### config.mk
export PLATFORM = sky130hd
export DESIGN_NAME = ffha_ctrl
export DESIGN_NICKNAME = d
export VERILOG_FILES = /design/src/rtl/core/ffha_pkg.sv /design/src/rtl/core/ffha_ctrl.sv
export SDC_FILE = /design/constraint.sdc
export NUM_CORES = 1
export LEC_CHECK = 0
export ABC_AREA = 1
export ABC_CLOCK_PERIOD_IN_PS = 1500
export BUFFER_PORTS_ARGS = -buffer_cell sky130_fd_sc_hd__buf_2
export CAP_MARGIN = 20
export CORE_AREA = 5 5 42 44
export DETAILED_ROUTE_END_ITERATION = 10
export DIE_AREA = 0 0 47 49
export GPL_TIMING_DRIVEN = 0
export SLEW_MARGIN = 20
export SYNTH_ARGS = -nofsm -noshare
export SYNTH_HDL_FRONTEND = slang
export SYNTH_SLANG_ARGS = --single-unit
### constraint.sdc
create_clock -name clk_i -period 1.5 [get_ports clk_i]
set_input_delay 0.075 -clock clk_i [delete_from_list [all_inputs] [get_ports clk_i]]
set_output_delay 0.075 -clock clk_i [all_outputs]
set_load 0.02 [all_outputs]
### src/rtl/core/ffha_pkg.sv
// ----------------------------------------------------------------------------
// ffha_pkg
// Shared constants, header layout and controller/datapath command types for
// the first-fit heap allocator.
// ----------------------------------------------------------------------------
package ffha_pkg;

  localparam int HEAP_BYTES   = 65536;
  localparam int HEADER_BYTES = 12;
  localparam int ADDR_W       = 16;
  localparam int SIZE_W       = 17;
  localparam int HDR_W        = SIZE_W + 1 + ADDR_W;

  // operation codes
  localparam logic [1:0] OP_ALLOC = 2'd0;
  localparam logic [1:0] OP_FREE  = 2'd1;
  localparam logic [1:0] OP_QUERY = 2'd2;

  typedef struct packed {
    logic [SIZE_W-1:0] size;
    logic              free;
    logic [ADDR_W-1:0] next;
  } hdr_t;

  typedef enum logic {
    RD_CUR,
    RD_NEXT
  } rd_sel_e;

  typedef enum logic [1:0] {
    WR_SPLIT,
    WR_TAKE,
    WR_SHRINK,
    WR_FREE
  } wr_sel_e;

  typedef struct packed {
    logic    load;
    logic    rd_en;
    rd_sel_e rd_sel;
    logic    wr_en;
    wr_sel_e wr_sel;
    logic    adv;
    logic    hold_en;
    logic    acc_en;
    logic    grant_set;
    logic    fail_set;
    logic    res_load;
  } cmd_t;

  typedef struct packed {
    logic [1:0] in_op;
    logic [1:0] op;
    logic       free_ok;
    logic       fit;
    logic       split_ok;
    logic       last;
  } sts_t;

endpackage

### src/rtl/core/ffha_ctrl.sv
// ----------------------------------------------------------------------------
// ffha_ctrl
// Controller: sequences header reads and writes for allocate, free and query,
// and runs the request and response handshakes.
// ----------------------------------------------------------------------------
module ffha_ctrl import ffha_pkg::*; (
  input  logic clk_i,
  input  logic rst_ni,
  input  logic in_valid_i,
  output logic in_ready_o,
  output logic out_valid_o,
  input  logic out_ready_i,
  input  sts_t sts_i,
  output cmd_t cmd_o
);

  localparam logic [2:0] S_IDLE = 3'd0;
  localparam logic [2:0] S_RD   = 3'd1;
  localparam logic [2:0] S_AE   = 3'd2;
  localparam logic [2:0] S_AW   = 3'd3;
  localparam logic [2:0] S_QE   = 3'd4;
  localparam logic [2:0] S_FH   = 3'd5;
  localparam logic [2:0] S_FM   = 3'd6;
  localparam logic [2:0] S_OUT  = 3'd7;

  logic [2:0] state_q, state_d;
  logic       out_valid_q, out_valid_d;

  // next state and commands
  always_comb begin
    state_d    = state_q;
    cmd_o      = '0;
    in_ready_o = 1'b0;
    case (state_q)
      S_IDLE: begin
        in_ready_o = 1'b1;
        if (in_valid_i) begin
          cmd_o.load = 1'b1;
          if (sts_i.in_op == OP_ALLOC || sts_i.in_op == OP_QUERY) begin
            state_d = S_RD;
          end else if (sts_i.in_op == OP_FREE && sts_i.free_ok) begin
            state_d = S_RD;
          end else begin
            state_d = S_OUT;
          end
        end
      end
      S_RD: begin
        cmd_o.rd_en  = 1'b1;
        cmd_o.rd_sel = RD_CUR;
        if (sts_i.op == OP_QUERY) begin
          state_d = S_QE;
        end else if (sts_i.op == OP_FREE) begin
          state_d = S_FH;
        end else begin
          state_d = S_AE;
        end
      end
      S_AE: begin
        if (sts_i.fit) begin
          cmd_o.grant_set = 1'b1;
          cmd_o.wr_en     = 1'b1;
          if (sts_i.split_ok) begin
            cmd_o.wr_sel = WR_SPLIT;
            state_d      = S_AW;
          end else begin
            cmd_o.wr_sel = WR_TAKE;
            state_d      = S_OUT;
          end
        end else if (sts_i.last) begin
          cmd_o.fail_set = 1'b1;
          state_d        = S_OUT;
        end else begin
          cmd_o.adv = 1'b1;
          state_d   = S_RD;
        end
      end
      S_AW: begin
        cmd_o.wr_en  = 1'b1;
        cmd_o.wr_sel = WR_SHRINK;
        state_d      = S_OUT;
      end
      S_QE: begin
        cmd_o.acc_en = 1'b1;
        if (sts_i.last) begin
          state_d = S_OUT;
        end else begin
          cmd_o.adv = 1'b1;
          state_d   = S_RD;
        end
      end
      S_FH: begin
        cmd_o.hold_en = 1'b1;
        cmd_o.rd_en   = 1'b1;
        cmd_o.rd_sel  = RD_NEXT;
        state_d       = S_FM;
      end
      S_FM: begin
        cmd_o.wr_en  = 1'b1;
        cmd_o.wr_sel = WR_FREE;
        state_d      = S_OUT;
      end
      S_OUT: begin
        if (!out_valid_q || out_ready_i) begin
          cmd_o.res_load = 1'b1;
          state_d        = S_IDLE;
        end
      end
      default: begin
        state_d = S_IDLE;
      end
    endcase
  end

  // response valid
  always_comb begin
    out_valid_d = out_valid_q;
    if (out_valid_q && out_ready_i) begin
      out_valid_d = 1'b0;
    end
    if (cmd_o.res_load) begin
      out_valid_d = 1'b1;
    end
  end

  always_ff @(posedge clk_i or negedge rst_ni) begin
    if (!rst_ni) begin
      state_q     <= S_IDLE;
      out_valid_q <= 1'b0;
    end else begin
      state_q     <= state_d;
      out_valid_q <= out_valid_d;
    end
  end

  assign out_valid_o = out_valid_q;

endmodule

### Word level (Yosys, flattened, before mapping)

Cells that the tools add are included.

* equality and inequality tests: 13
* mux-type cells: 30
* reductions and logical operators: 10

Operators by type and width (number)
* two-way mux 3 bit: 10
* one-hot mux 3 bit (7 select lines): 1
* two-way mux 1 bit: 15
* == test 3 bit, second input constant: 4
* one-hot mux 3 bit (3 select lines): 1
* == test 3 x 2 -> 1 bit, second input constant: 2
* == test 2 x 1 -> 1 bit, second input constant: 2
* == test 2 bit, second input constant: 2
* != test 2 bit, second input constant: 2
* one-hot mux 2 bit (2 select lines): 1
* == test 3 x 1 -> 1 bit, second input constant: 1
* logical NOT 3 bit: 1
* logical AND 1 bit: 2
* logical NOT 2 bit: 1
* logical OR 1 bit: 2
* two-way mux 2 bit: 1
* one-hot mux 1 bit (2 select lines): 1
* AND reduction 2 bit: 1
* nonzero test 2 bit: 1
* OR reduction 2 bit: 1
* logical NOT 1 bit: 1

* register bits after elaboration: 4
* input port bits: 12
* logic and storage cells: 55

### Depth between registers and ports, before layout

* depth after elaboration: 6
* depth in mapped cells: 7

### Worst setup path before layout

OpenSTA, ideal clock, no wires.

* kind: register to output
* from: register state_q[1]
* to: output port cmd_o[9] in the netlist's numbering
* data arrival time: 1.339 ns
* data required time: 1.425 ns
* slack: 0.086 ns
* stages on the path, launching flop included: 5
* path buffers: 1
* cells stage by stage: dfrtp_1 nor2_2 inv_1 nor2_1 buf_4

RTL lines
* from (decl): line ffha_ctrl.sv:26 `logic [2:0] state_q, state_d;`
* from (signal assigned): line ffha_ctrl.sv:131 `state_q <= state_d;`
* to (decl): line ffha_ctrl.sv:14 `output cmd_t cmd_o`

==> results.sh <==
export IMPL_die_height_um=49
export IMPL_whs_endpoint="out_valid_o"
export IMPL_ys_async_sr_fraction=1.00
export IMPL_critPathCaptureType="output pin"
export IMPL_reg2reg_from="state_q[2]"
export IMPL_cpMaxStageDelayCell="dfrtp_1"
export IMPL_peakVddDrop_v=0.000886
export IMPL_p_leak_nw=0.381
export IMPL_grt_pass1_wl_mm=1.63
export IMPL_required_ps=1420
export IMPL_portBuffers=25
export IMPL_fp_dieArea_um2=2300
export IMPL_hold_class="in2reg"
export IMPL_powerDensity_nw_per_um2=2120
export IMPL_layout_setup_ws_ps=110
export IMPL_cts_made_buffers=3
export IMPL_arrival_ps=1320
export IMPL_pre_cts_ws_ps=323
export IMPL_insertedDiodeCount=0
export IMPL_worst_path_buf_inv=3
export IMPL_antenna_found_initial=0
export IMPL_slew_headroom=0.864
export IMPL_antenna_left=0
export IMPL_slew_viol_final=0
export IMPL_cts_root_buf="clkbuf_4"
export IMPL_cts_tree="built"
export IMPL_drt_wirelength_per_cell_um=8.99
export IMPL_rsz0062_at_grt="false"
export IMPL_crit_fanout=4
export IMPL_max_stage_delay_ps=430
export IMPL_ys_warn_count=0
export IMPL_drive_gt1_frac=0.388
export IMPL_worstHoldStart="out_ready_i"
export IMPL_synth_cell_area_um2=393
export IMPL_max_clock_freq_ghz=0.719
export IMPL_finalInstanceArea_um2=576
export IMPL_fin_total_pwr_mw=1.22
export IMPL_grt_pass1_vias=428
export IMPL_syn_instance_count=69
export IMPL_clockBufferDepth=2
export IMPL_min_path_cells=2
export IMPL_dpl_cell_count=110
export IMPL_vias_per_cell=4.24
export IMPL_cts_setup_buffers=0
export IMPL_hold_violations=0
export IMPL_cts_sinks=4
export IMPL_clk_pin_slew_ps=40
export IMPL_rows=14
export IMPL_vias=483
export IMPL_drt_wl_total_mm=1.03
export IMPL_final_cell_mix="25 x buf_2, 14 x inv_1, 14 x nand2_1"
export IMPL_clock_latency_ps=240
export IMPL_hpwl_um=859
export IMPL_criticalPathCategory="reg2out"
export IMPL_first_pass_iters=4
export IMPL_status="finished, final reports clean"
export IMPL_syn_avg_cell_area_um2=5.69
export IMPL_grt_start_max_net_pins=7
export IMPL_fin_crit_sh=0.927
export IMPL_setup_viol=0
export IMPL_gp_congestion=0.777
export IMPL_final_cells=114
export IMPL_die_x_um=47
export IMPL_grt_usage=0.0959
export IMPL_layout_commonest_cell="buf_2"
export IMPL_finClkSkew_ps=5.71
export IMPL_crit_family="flip-flops"
export IMPL_synth_edf_count=0
export IMPL_syn_to_final_growth_pct=46.5
export IMPL_dpl_cell_area_um2=538
export IMPL_grt_ovfl_total=0
export IMPL_regToRegSetupSlack_ps=360
export IMPL_worst_pin_slew_ps=202
export IMPL_ios=26
export IMPL_synth_seq_area_share=0.255
export IMPL_reg2regPathDepth=6
export IMPL_start_util=0.280
export IMPL_drt_initial_drc_count=5
export IMPL_layout_nets=113
export IMPL_cp_cell_sequence="nand2_1, nor2_2, inv_1, nor2_1, buf_4, buf_2"
export IMPL_drv_cap=0
export IMPL_core_area_um2=1400
export IMPL_drc=0
export IMPL_post_route_min_period_ps=1390
export IMPL_synth_nets=82
export IMPL_cp_start_kind="flip-flop"
export IMPL_synth_seq_cells=4
export IMPL_ys_types=14
export IMPL_synthFlopType="dfrtp_1"
export IMPL_worstReg2RegEnd="state_q[1]"
export IMPL_final_setup_tns_ps=0
export IMPL_htree_levels=1
## metrics by stage
step | util | hold WS, ps
2_1_floorplan | - | -221
3_3_place_gp | 0.384 | -119
3_5_place_dp | 0.384 | -115
4_1_cts | 0.407 | 42.9
5_1_grt | 0.411 | 52.5
6_report | 0.411 | 45.1
## cells by family (layout without fill, tap and decap cells)
logic type / count (synthesis) / in the layout / synth area share
AO/OA/AOI/OAI: 11 / 11 / 0.150
adder cells (fa/ha/maj): 1 / 1 / 0.0318
buffers and inverters: 19 / 48 / 0.201
flip-flops: 4 / 4 / 0.255
AND/OR/NAND/NOR: 34 / 34 / 0.363
## sequential cells by signal, summed over array words and instances, names as in the netlist
register and cells:
out_valid_o 1, state_q 3
## timing repair
item | CTS | global route
hold buffers | 1 | 0
setup endpoints to repair | 0 | 1
hold endpoints to repair | 4 | 0
gates resized for setup | 0 | 1
## metal layers
layer	track usage	part of all wire	routed length (µm)
met1	0.108	0.42	428
met4	0.0553	0.021	22
met3	0.0258	0.12	128
met5	0	0	0
met2	0.154	0.43	445
## worst max-delay path by stage
stage	start	to	slack [ps]	cells after the start
after floorplan	state_q[1]	cmd_o[9]	90	4
after global routing	state_q[0]	cmd_o[8]	20	6
final	state_q[2]	cmd_o[0]	110	6
after global placement	state_q[0]	cmd_o[8]	340	6
after detailed placement	state_q[0]	cmd_o[8]	320	6
after CTS	state_q[0]	cmd_o[8]	70	6
## area by class of cell
| type | instances | area, µm² |
|---|---|---|
| Tap cell | 16 | 20.0 |
| Multi-Input combinational cell | 46 | 219 |
| Fill cell | 165 | 826 |
| Clock buffer | 3 | 22.5 |
| Buffer | 2 | 15.0 |
| Timing Repair Buffer | 26 | 135 |
| Inverter | 17 | 63.8 |
| Sequential cell | 4 | 100 |
## power by group
group          total [mW]  internal [mW]  switching (mW)
combinational       0.846          0.290           0.556
sequential          0.235          0.166          0.0687
clock               0.137         0.0897          0.0473
## cells in the mapped netlist, types with 2 or more instances
library cell,count,share of area
o21ai_0,6,0.076
nor2_1,12,0.11
nand2_1,14,0.13
o21ai_1,2,0.025
inv_2,3,0.029
dfrtp_1,4,0.25
a21oi_1,2,0.025
buf_4,2,0.038
nand3_1,4,0.051
nor2_2,3,0.048
inv_1,14,0.13
(Power assumes the default switching activity.)
